`src/hdl/wrpp_pkg.sv`:
```
// Shared types and constants for the windowed ring packet producer.
package wrpp_pkg;

	localparam int RING_AW      = 16;
	localparam int HEADER_BYTES = 8;
	localparam int LEN_W        = 16;
	localparam int TOTAL_W      = LEN_W + 1;
	localparam int SUM_W        = ((RING_AW > TOTAL_W) ? RING_AW : TOTAL_W) + 1;
	localparam int Q_DEPTH      = 4;
	localparam int Q_AW         = 2;

	localparam logic [SUM_W-1:0] RING_BYTES_W = SUM_W'(1) << RING_AW;

	localparam logic [1:0] ST_SENT   = 2'd0;
	localparam logic [1:0] ST_WINDOW = 2'd1;
	localparam logic [1:0] ST_LONG   = 2'd2;
	localparam logic [1:0] ST_FULL   = 2'd3;

	localparam logic [1:0] CLS_WINDOW = 2'd0;
	localparam logic [1:0] CLS_LONG   = 2'd1;
	localparam logic [1:0] CLS_SEND   = 2'd2;

	localparam logic REG_WINDOW  = 1'b0;
	localparam logic REG_MAX_LEN = 1'b1;

	localparam logic [15:0] WINDOW_RST  = 16'd64;
	localparam logic [15:0] MAX_LEN_RST = 16'd4096;
	localparam logic [31:0] SEQ_RST     = 32'd1;

	typedef struct packed {
		logic [7:0]  packet_kind;
		logic [15:0] payload_len;
		logic [31:0] acked_seq;
		logic [15:0] consumer_read_ptr;
	} req_t;

	typedef struct packed {
		logic [1:0]  status;
		logic [31:0] assigned_seq;
		logic [15:0] write_offset;
		logic [15:0] first_len;
		logic [15:0] second_len;
		logic [31:0] drop_count;
		logic        overflow_seen;
	} rsp_t;

	typedef struct packed {
		logic [1:0]         cls;
		logic [31:0]        seq;
		logic [LEN_W-1:0]   len;
		logic [RING_AW-1:0] rptr;
	} mid_t;

endpackage

```
`src/hdl/wrpp_front.sv`:
```
// Front part: window and length checks, sequence number assignment.
module wrpp_front
	import wrpp_pkg::*;
(
	input  logic        clk,
	input  logic        arst_n,
	input  logic        fire,
	input  req_t        req,
	input  logic [15:0] window_packets,
	input  logic [15:0] max_payload_bytes,
	output mid_t        mid
);

	logic [31:0] next_seq_q;
	logic [31:0] in_flight;
	logic        win_drop;
	logic        too_long;

	assign in_flight = next_seq_q - req.acked_seq;
	assign win_drop  = in_flight > {16'd0, window_packets};
	assign too_long  = req.payload_len > max_payload_bytes;

	always_comb begin
		mid.len  = req.payload_len;
		mid.rptr = RING_AW'(req.consumer_read_ptr);
		mid.seq  = next_seq_q;
		if (win_drop) begin
			mid.cls = CLS_WINDOW;
		end else if (too_long) begin
			mid.cls = CLS_LONG;
		end else begin
			mid.cls = CLS_SEND;
		end
	end

	always_ff @(posedge clk or negedge arst_n) begin
		if (!arst_n) begin
			next_seq_q <= SEQ_RST;
		end else if (fire && !win_drop && !too_long) begin
			next_seq_q <= next_seq_q + 32'd1;
		end
	end

endmodule

```
`src/hdl/wrpp_fifo.sv`:
```
// Short queue of classified requests between front and back.
module wrpp_fifo
	import wrpp_pkg::*;
(
	input  logic clk,
	input  logic arst_n,
	input  logic wr_en,
	input  mid_t wr_data,
	input  logic rd_en,
	output mid_t rd_data,
	output logic full,
	output logic empty
);

	mid_t            mem_q [Q_DEPTH];
	logic [Q_AW-1:0] wr_ptr_q;
	logic [Q_AW-1:0] rd_ptr_q;
	logic [Q_AW:0]   count_q;

	assign full    = count_q == (Q_AW+1)'(Q_DEPTH);
	assign empty   = count_q == '0;
	assign rd_data = mem_q[rd_ptr_q];

	always_ff @(posedge clk) begin
		if (wr_en) begin
			mem_q[wr_ptr_q] <= wr_data;
		end
	end

	always_ff @(posedge clk or negedge arst_n) begin
		if (!arst_n) begin
			wr_ptr_q <= '0;
			rd_ptr_q <= '0;
			count_q  <= '0;
		end else begin
			if (wr_en) begin
				wr_ptr_q <= wr_ptr_q + Q_AW'(1);
			end
			if (rd_en) begin
				rd_ptr_q <= rd_ptr_q + Q_AW'(1);
			end
			case ({wr_en, rd_en})
				2'b10:   count_q <= count_q + (Q_AW+1)'(1);
				2'b01:   count_q <= count_q - (Q_AW+1)'(1);
				default: count_q <= count_q;
			endcase
		end
	end

endmodule

```
`src/hdl/wrpp_back.sv`:
```
// Back part: ring space check, write descriptor, drop counting, result register.
module wrpp_back
	import wrpp_pkg::*;
(
	input  logic clk,
	input  logic arst_n,
	input  mid_t mid,
	input  logic mid_empty,
	output logic mid_pop,
	output rsp_t rsp,
	output logic empty,
	input  logic pop
);

	logic [RING_AW-1:0] write_ptr_q;
	logic [31:0]        drops_q;
	logic               overflow_q;
	logic               out_valid_q;
	rsp_t               out_q;

	logic [RING_AW-1:0] free_b;
	logic [SUM_W-1:0]   total;
	logic [SUM_W-1:0]   end_pos;
	logic [SUM_W-1:0]   first_w;
	logic [SUM_W-1:0]   second_w;
	logic               fire;
	logic               count_it;
	logic               advance;
	rsp_t               res;

	assign fire    = !mid_empty && (!out_valid_q || pop);
	assign mid_pop = fire;
	assign rsp     = out_q;
	assign empty   = !out_valid_q;

	assign free_b  = mid.rptr - write_ptr_q - RING_AW'(1);
	assign total   = SUM_W'(HEADER_BYTES) + SUM_W'(mid.len);
	assign end_pos = SUM_W'(write_ptr_q) + total;

	always_comb begin
		if (end_pos <= RING_BYTES_W) begin
			first_w  = total;
			second_w = '0;
		end else begin
			first_w  = RING_BYTES_W - SUM_W'(write_ptr_q);
			second_w = total - first_w;
		end
	end

	always_comb begin
		res               = '0;
		count_it          = 1'b0;
		advance           = 1'b0;
		case (mid.cls)
			CLS_WINDOW: begin
				res.status = ST_WINDOW;
				count_it   = 1'b1;
			end
			CLS_LONG: begin
				res.status = ST_LONG;
			end
			CLS_SEND: begin
				res.assigned_seq = mid.seq;
				if (SUM_W'(free_b) < total) begin
					res.status = ST_FULL;
					count_it   = 1'b1;
				end else begin
					res.status       = ST_SENT;
					res.write_offset = 16'(write_ptr_q);
					res.first_len    = first_w[15:0];
					res.second_len   = second_w[15:0];
					advance          = 1'b1;
				end
			end
			default: begin
				res.status = ST_LONG;
			end
		endcase
		res.drop_count    = count_it ? drops_q + 32'd1 : drops_q;
		res.overflow_seen = overflow_q | count_it;
	end

	always_ff @(posedge clk) begin
		if (fire) begin
			out_q <= res;
		end
	end

	always_ff @(posedge clk or negedge arst_n) begin
		if (!arst_n) begin
			write_ptr_q <= '0;
			drops_q     <= '0;
			overflow_q  <= 1'b0;
			out_valid_q <= 1'b0;
		end else begin
			out_valid_q <= fire || (out_valid_q && !pop);
			if (fire) begin
				drops_q    <= res.drop_count;
				overflow_q <= res.overflow_seen;
				if (advance) begin
					write_ptr_q <= RING_AW'(end_pos);
				end
			end
		end
	end

	a_flag_sticky: assert property (@(posedge clk) disable iff (!arst_n)
		overflow_q |=> overflow_q)
		else $error("overflow flag cleared");

	a_drop_step: assert property (@(posedge clk) disable iff (!arst_n)
		fire |=> (drops_q == $past(drops_q) + 32'd1) ==
			(out_q.status == ST_WINDOW || out_q.status == ST_FULL))
		else $error("drop count does not follow drop status");

	a_idle_desc: assert property (@(posedge clk) disable iff (!arst_n)
		out_valid_q && out_q.status != ST_SENT |->
			out_q.write_offset == '0 && out_q.first_len == '0 && out_q.second_len == '0)
		else $error("descriptor on refused packet");

	a_ptr_hold: assert property (@(posedge clk) disable iff (!arst_n)
		!fire |=> $stable(write_ptr_q) && $stable(drops_q))
		else $error("state moved without a result");

endmodule

```
`src/hdl/windowed_ring_packet_producer.sv`:
```
// Top level of the windowed ring packet producer with its APB register port.
//
// Requests enter through a queue-style port: a beat is taken when push is high
// and full is low. Results leave through a second queue-style port: while empty
// is low, rsp holds the oldest result and it is taken when pop is high.
// Each request gives exactly one result, in request order.
// Throughput is one request per cycle while full is low. The front checks the window
// and length and assigns the sequence number in the cycle of the push; the request is
// then held in the queue, and the back checks ring space and updates the write pointer
// and drop count when it leaves the queue, and registers its result in the result
// register, from which it can be popped.
// A four-entry queue sits between the two parts and one result register sits at
// the output; when pop stays low the result register holds, the queue fills and
// full rises after four more requests, and no beat is lost.
// Registers: window_packets at byte 0, max_payload_bytes at byte 4, 16 bits each;
// write them only while no request is in flight.
// Reset (arst_n low) sets the next sequence number to 1, the write pointer, drop
// count and overflow flag to 0, empties both queues and restores the registers to
// 64 and 4096.
module windowed_ring_packet_producer
	import wrpp_pkg::*;
(
	input  logic        clk,
	input  logic        arst_n,
	input  logic        push,
	output logic        full,
	input  req_t        req,
	output logic        empty,
	input  logic        pop,
	output rsp_t        rsp,
	input  logic        psel,
	input  logic        penable,
	input  logic        pwrite,
	input  logic [2:0]  paddr,
	input  logic [31:0] pwdata,
	output logic [31:0] prdata,
	output logic        pready
);

	logic [15:0] window_q;
	logic [15:0] max_len_q;
	logic        cfg_wr;
	logic        in_fire;
	logic        q_full;
	logic        q_empty;
	logic        q_pop;
	mid_t        mid_in;
	mid_t        mid_out;

	assign pready  = 1'b1;
	assign cfg_wr  = psel && penable && pwrite;
	assign prdata  = (paddr[2] == REG_MAX_LEN) ? {16'd0, max_len_q} : {16'd0, window_q};
	assign full    = q_full;
	assign in_fire = push && !q_full;

	always_ff @(posedge clk or negedge arst_n) begin
		if (!arst_n) begin
			window_q  <= WINDOW_RST;
			max_len_q <= MAX_LEN_RST;
		end else if (cfg_wr) begin
			if (paddr[2] == REG_WINDOW) begin
				window_q <= pwdata[15:0];
			end else begin
				max_len_q <= pwdata[15:0];
			end
		end
	end

	wrpp_front u_front (
		.clk               (clk),
		.arst_n            (arst_n),
		.fire              (in_fire),
		.req               (req),
		.window_packets    (window_q),
		.max_payload_bytes (max_len_q),
		.mid               (mid_in)
	);

	wrpp_fifo u_fifo (
		.clk     (clk),
		.arst_n  (arst_n),
		.wr_en   (in_fire),
		.wr_data (mid_in),
		.rd_en   (q_pop),
		.rd_data (mid_out),
		.full    (q_full),
		.empty   (q_empty)
	);

	wrpp_back u_back (
		.clk       (clk),
		.arst_n    (arst_n),
		.mid       (mid_out),
		.mid_empty (q_empty),
		.mid_pop   (q_pop),
		.rsp       (rsp),
		.empty     (empty),
		.pop       (pop)
	);

endmodule
```
`config.mk`:
```
export PLATFORM = sky130hd
export DESIGN_NAME = windowed_ring_packet_producer
export DESIGN_NICKNAME = d
export VERILOG_FILES = /design/src/hdl/wrpp_pkg.sv /design/src/hdl/wrpp_front.sv /design/src/hdl/wrpp_fifo.sv /design/src/hdl/wrpp_back.sv /design/src/hdl/windowed_ring_packet_producer.sv
export SDC_FILE = /design/constraint.sdc
export NUM_CORES = 1
export LEC_CHECK = 0
export ABC_AREA = 1
export ABC_CLOCK_PERIOD_IN_PS = 7270
export BUFFER_PORTS_ARGS = -buffer_cell sky130_fd_sc_hd__buf_4
export CORE_MARGIN = 3
export CORE_UTILIZATION = 61
export CTS_CLUSTER_DIAMETER = 50
export DETAILED_ROUTE_END_ITERATION = 10
export GPL_TIMING_DRIVEN = 0
export PLACE_DENSITY_LB_ADDON = 0.15
export SLEW_MARGIN = 25
export SYNTH_ARGS = -nofsm -noshare
export SYNTH_HDL_FRONTEND = slang
export SYNTH_HIERARCHICAL = 1
export SYNTH_SLANG_ARGS = --single-unit
```
`constraint.sdc`:
```
create_clock -name clk -period 7.27 [get_ports clk]
set_input_delay 0.727 -clock clk [delete_from_list [all_inputs] [get_ports clk]]
set_output_delay 0.727 -clock clk [all_outputs]
set_load 0.02 [all_outputs]
```
==> reports/summary.txt, run 1 <==
Status: completed
Largest net degree at the start of global routing: 70
GRT Total Usage: 30.65%
Vias per std cell: 5.538
Post-route clock period utilization: 78.09%
Met3 Use GR: 4.563%
CTS Hold Buffers Added: 0
Grt peak-use layer: met2
Peak VDD IR: 0.2395 mV
Post-synthesis mux area share: 0%
Critical setup path kind: reg2reg
Cell leakage power: 16.63 nW
# resized after CTS: 0
#FFs+latches synth: 500
Setup bufs post-CTS: 0
Reg2reg start: u_fifo/rd_ptr_q[1]
DRT iter0 DRCs: 1954
# DRC: 0
Cell Count, Final, Fillers Out: 4421
Max-cap viol count: 0
Post-synth EDFFs: 379
Clock Skews: 0.01990 ns
Met1 Usage GRT: 37.66%
Footprint of the multi-input gates: 11930 sq um
CTS tree: yes
Syn Inst Count: 3474
# rows: 80
Num CTS Buffers: 56
GPL Wtd Cong: 0.9638
Remaining Overflow, GRT: 0
Max_slew headroom: 56.70%
Boundary pin count: 264
Hold Crit Class: in2async
Slew of the pin with the lowest slew margin: 0.6474 ns
Core Box Area: 47850 sq um
Simple-gate portion of the synthesized area: 24.01%
Dominant synthesized flop cell: edfxtp_1
Global-route wire length before repair: 123.4 mm
Flop2flop setup slack: 1.59 ns
Post-Synth Adder-Cell Area: 5.966%
Top post-synthesis cells by area: edfxtp_1 (38%), nand2_1 (14%), dfrtp_1 (10%), inv_1 (7.3%), ha_1 (5.6%)
Worst reg2reg path depth: 27
Synth cell types: 59
Reg-to-Reg End: u_back/rsp[33]
Endpoints failing setup: 0
Mapped Area: 29570 sq um
Worst-skew pair later-pin latency: 0.62 ns
Clk sinks: 500
Hold Fails Final Rpt: 0
Compound-cell area share of the yosys netlist: 7.274%
Seq/Total Area, Yosys: 48.74%
Area grow syn2layout: 14.88%
Net count reported at finish: 4009
Clk buf depth: 3
Crit path arrival time: 6.04 ns
Pins Over Slew Limit: 0
Initial antenna violation count: 2
Die Y: 226.2 um
Clock Pin Slew Worst Setup and Hold Paths: 0.06 ns
Unrepaired setup endpoints after global routing: no
Drt pass-1 iters: 7
Initial core utilization: 61.80%
GR met2 Demand/Resource: 54.32%
Via count: 24490
FMAX: 0.1762 GHz
Register area: 14410 sq um
Critical path peak fanout: 10
Largest family of logic cells by synthesized area: simple AND/OR/NAND/NOR gates
Critical Path Source Type: flop
Inst Count DP: 4314
ANT nets after route: 0
HPWL Detailed: 59.20 mm
P per Cell Area: 473.9 nW/um^2
Overall Power: 0.01610 W
Clk Tree Root Cell: clkbuf_16
CTS H-tree depth: 2
Die ar.: 51150 sq um
Syn avg cell area: 8.511 sq um
Vias in the first global route: 24170
Area leader, netlist: edfxtp_1
Ys Warns: 6
WL/cell: 17.98 um
Required time worst endpoint: 7.63 ns
Total wire length: 79.47 mm
Top-area cell type share of the netlist area: 38.49%
Setup crit end kind: flop
Number of port buffers: 203
Die W: 226.2 um
Fillers: 3634
Synth Area in XOR/XNOR: 2.873%
Asr flop ratio synth: 24.20%
Layout cells sized above 1: 13.80%
Clock period minus worst slack: 5.677 ns
## synth_stat cells, drive strengths merged, types with 2 or more instances
master,instances
o21ai,40
xnor2,17
buf,125
fa,5
a21boi,9
conb,2
nor4,11
or2,6
nor3,27
nand4,62
nor2,248
nand3b,5
nand2,1139
a21oi,85
a21o,5
edfxtp,379
clkinv,3
o211ai,133
o21bai,6
and2,3
a211oi,2
xor2,80
nand3,208
dfrtp,118
inv,579
ha,133
clkbuf,25
dfstp,3
o21a,4
## state kept, by name (all words and copies together), names as in the netlist
signal / cells
u_fifo/mem_q: 264
u_back/out_valid_q: 1
u_fifo/rd_ptr_q: 2
u_back/overflow_q: 1
u_front/next_seq_q: 32
window_q: 16
u_back/rsp: 115
u_back/drops_q: 32
u_fifo/count_q: 3
u_fifo/wr_ptr_q: 2
max_len_q: 16
u_back/write_ptr_q: 16
## layout by cell type (no fill, tap or decap), drive strengths merged, types with 2 or more instances in the layout
cell	Yosys	layout
nand3	208	208
nor3	27	27
nor2	248	248
a211oi	2	2
clkbuf	25	100
and2	3	3
conb	2	17
dfrtp	118	118
o21bai	6	6
fa	5	5
a21o	5	5
a21oi	85	85
o21a	4	4
bufinv	0	4
inv	579	588
nand3b	5	5
or2	6	6
clkinv	3	21
xnor2	17	17
o21ai	40	40
a21boi	9	9
nor4	11	11
nand4	62	62
buf	125	335
ha	133	133
o211ai	133	133
edfxtp	379	379
xor2	80	80
dfstp	3	3
nand2	1139	1139
## power by group
part | switching (W) | internal [W]
sequential | 0.000265 | 0.00391
combinational | 0.00603 | 0.00309
clock | 0.00117 | 0.00163
## worst max-delay path by stage
stage                                    to  slack [ns]               start  cells after the start
after floorplan           u_fifo/count_q[2]        1.43                 pop                     10
after global placement    u_fifo/count_q[2]       -0.41                 pop                     11
after detailed placement     u_back/rsp[38]        1.71  u_fifo/rd_ptr_q[1]                     27
after CTS                    u_back/rsp[38]        1.65  u_fifo/rd_ptr_q[1]                     27
after global routing         u_back/rsp[36]        1.24  u_fifo/rd_ptr_q[1]                     27
final                        u_back/rsp[33]        1.59  u_fifo/rd_ptr_q[1]                     27
## kinds of logic after synthesis
kind of cell,count (synthesis)
AO/OA/AOI/OAI,294
XOR/XNOR,97
adder cells (fa/ha/maj),138
buffers and inverters,732
flip-flops,500
other,2
AND/OR/NAND/NOR,1711
## worst max-delay path: stages, from the launching register on
cell and delay [ns]:
dfrtp_1 0.41, inv_2 0.09, clkbuf_1 0.49, o211ai_1 0.22, nand2_1 0.33, ha_1 0.25, and3_1 0.23, nand4_1 0.14
nor2_1 0.25, nand2_1 0.10, xor2_1 0.51, inv_1 0.18, ha_1 0.46, nand2_1 0.15, nor2_1 0.20, and2_1 0.15
nand2_1 0.11, nand2_1 0.11, nand2_1 0.05, nand2_1 0.06, nand2_1 0.05, nor2_1 0.14, nand3_1 0.11, nand2_2 0.10
nand2_1 0.12, nand2_2 0.19, buf_6 0.17, nor2_1 0.05
## area by class of cell
cell class	count	area share (%)
flip-flops and latches	500	42.43
multi-input cells	2257	35.11
inverters	582	6.461
repair buffers	210	5.054
clock buffers	75	4.453
plain buffers	150	3.253
well taps	615	2.265
clock inverters	31	0.9651
diodes	1	0.007367
## through the flow
step	worst slack, ns	TNS (ns)	utilization, %	instance area, sq um	hold WS [ns]
3_5_place_dp	1.713	0	67.14	32120	0.4425
4_1_cts	1.651	0	70.99	33970	0.01115
2_1_floorplan	1.431	0	-	29620	0.4220
5_1_grt	1.241	0	70.99	33970	0.02075
6_report	1.593	0	70.99	33970	0.004591
3_3_place_gp	-0.4141	-0.7964	66.71	31920	0.4421
## routing by layer
layer	routed length [um]	vias to the layer above
met1	31550	11600
met2	39950	958
met4	3001	2
li1	-	11720
met3	4953	208
met5	13	-
No activity file was read; power rests on OpenSTA's default activity.
==> run 2, diff against run 1 <==
- ABC_CLOCK_PERIOD_IN_PS: 7270 -> 5800
- clock period: 7.27 -> 5.8 ns (I/O delays scaled with it)
==> run 2 against run 1 <==
  * Combinational power increased by 25%
  * Highest routed layer unchanged
  * Wire length decreased by 0.10%
  * Largest cell class unchanged
  * Via count about the same
  * Non-clock buffer count unchanged
==> reports/summary.txt, run 2 (same netlist as run 1, synthesis figures left out) <==
Endpoints failing setup: 0
NetSw: 0.009359 W
Met1 Usage GRT: 37.66%
Placement Setup Slack: 0.2433 ns
Hold Crit Class: in2reg
DRT iter0 DRCs: 1815
Max FFs per register: 264
FMAX: 0.1822 GHz
Met3 Use GR: 4.563%
Sequential share of power: 26.0%
Clk sinks: 500
Max_slew headroom: 54.64%
Post-route clock period utilization: 94.63%
Num CTS Buffers: 56
Most flop-heavy register: u_fifo/mem_q
Peak VDD IR: 0.2992 mV
Setup bufs post-CTS: 0
Sw Ratio: 46.40%
Total wire length: 79.39 mm
Net count reported at finish: 4009
Max-cap viol count: 0
HPWL Detailed: 59.20 mm
Area grow syn2layout: 14.90%
GRT Total Usage: 30.66%
Commonest non-fill, non-tap cell in the layout: nand2_1
ANT nets after route: 0
Die Y: 226.2 um
Die ar.: 51150 sq um
CTS tree: yes
# rows: 80
Initial core utilization: 61.80%
Combinational power share: 56.6%
Clock Pin Slew Worst Setup and Hold Paths: 0.06 ns
Final WS setup: 0.3117 ns
Slew of the pin with the lowest slew margin: 0.6781 ns
Unrepaired setup endpoints after global routing: no
Critical Path Source Type: flop
Setup crit end kind: flop
Top delay family on crit path: simple AND/OR/NAND/NOR gates
Global-route wire length before repair: 123.5 mm
Inst Count DP: 4314
GR met2 Demand/Resource: 54.36%
Critical setup path kind: reg2reg
Commonest non-fill, non-tap cells in the layout: nand2_1 (1129), inv_1 (568), edfxtp_1 (379), buf_4 (264), nor2_1 (228)
Most used cell, CP: nand2_1
P per Cell Area: 593.7 nW/um^2
GPL Wtd Cong: 0.9638
Hold Fails Final Rpt: 0
# DRC: 0
Via count: 24460
Critical path peak fanout: 10
Crit path arrival time: 5.85 ns
Pins Over Slew Limit: 0
Layout cells sized above 1: 13.80%
Remaining Overflow, GRT: 0
Drt pass-1 iters: 6
Vias per std cell: 5.533
Number of port buffers: 203
Worst-skew pair later-pin latency: 0.62 ns
WL/cell: 17.96 um
Largest net degree at the start of global routing: 70
Vias in the first global route: 24180
Fin Hold WS: 0.1607 ns
Int Power: 0.01081 W
CTS H-tree depth: 2
Boundary pin count: 264
Clk Tree Root Cell: clkbuf_16
Cell Count, Final, Fillers Out: 4421
Initial antenna violation count: 2
Cell leakage power: 16.63 nW
Clock network power share: 17.4%
Crit-path slowest cell: xor2_1
Clock period minus worst slack: 5.488 ns
Grt peak-use layer: met2
Required time worst endpoint: 6.16 ns
Clk buf depth: 3
Clock Skews: 0.02057 ns
Overall Power: 0.02017 W
Max incr delay on CP: 0.51 ns
Die W: 226.2 um
Status: completed
CP Buf/Inv Count: 5
Core Box Area: 47850 sq um
[run 2: cell count changes in the layout (fill, tap and decap cells not counted), sizes merged]
cell	before	now
clkbuf	100	99
dlygate4sd3	0	1
[run 2: per-stage QoR]
| step | setup TNS (ns) | utilization, % | instance area (sq um) |
|---|---|---|---|
| floorplan | 0 | - | 29620 |
| global placement | -102.90 | 66.71 | 31920 |
| detailed placement | 0 | 67.14 | 32120 |
| CTS | 0 | 71.01 | 33980 |
| global route | 0 | 71.01 | 33970 |
| finish | 0 | 71.01 | 33970 |
[run 2: repair_timing]
action	CTS	global route
hold buffers	1	0
setup endpoints to repair	0	30
hold endpoints to repair	52	0
gates resized for setup	0	0
[run 2: final cells by class]
class / instances / area (sq um)
multi-input cells: 2257 / 11930
fillers: 3633 / 13870
repair buffers: 211 / 1727
clock buffers: 75 / 1513
plain buffers: 149 / 1101
well taps: 615 / 769.5
inverters: 582 / 2195
clock inverters: 31 / 327.8
flip-flops and latches: 500 / 14410
diodes: 1 / 2.502
[run 2: final timing paths]
check | start | endpoint | slack (ns) | cells after the start
max | u_fifo/rd_ptr_q[0] | u_back/rsp[33] | 0.31 | 29
min | req[11] | u_fifo/mem_q[1][11] | 0.16 | 1
max reg2reg | u_fifo/rd_ptr_q[0] | u_back/rsp[33] | 0.31 | 29
min reg2reg | u_back/overflow_q | u_back/overflow_q | 0.45 | 2
max in group asynchronous | arst_n | window_q[6] | 4.54 | 3
min in group asynchronous | arst_n | u_back/write_ptr_q[8] | 0.47 | 2
[run 2: power by group through the flow]
| stage | logic, W | clock network (W) | registers (W) |
|---|---|---|---|
| CTS | 0.0113 | 0.00356 | 0.00524 |
| global placement | 0.0109 | 0 | 0.00538 |
| finish | 0.0114 | 0.00351 | 0.00524 |
| detailed placement | 0.0112 | 0 | 0.00530 |
| global route | 0.0126 | 0.00371 | 0.00531 |
| floorplan | 0.00741 | 0 | 0.00576 |
[run 2: worst reg2reg max path, delay by kind of cell, from the launching register on]
| family | cells | cell delay [ns] |
|---|---|---|
| buffers and inverters | 5 | 0.81 |
| DFF | 1 | 0.38 |
| xor gates and xnor gates | 1 | 0.51 |
| adders and majority gates | 2 | 0.71 |
| AOI/OAI and AO/OA | 1 | 0.11 |
| and+or+nand+nor | 20 | 2.74 |
[run 2: routing by layer]
metal  wire length, um  vias to the layer above
met5                13                        -
met4              3011                        2
met1             31330                    11570
met3              5114                      211
met2             39920                      965
li1                  -                    11720
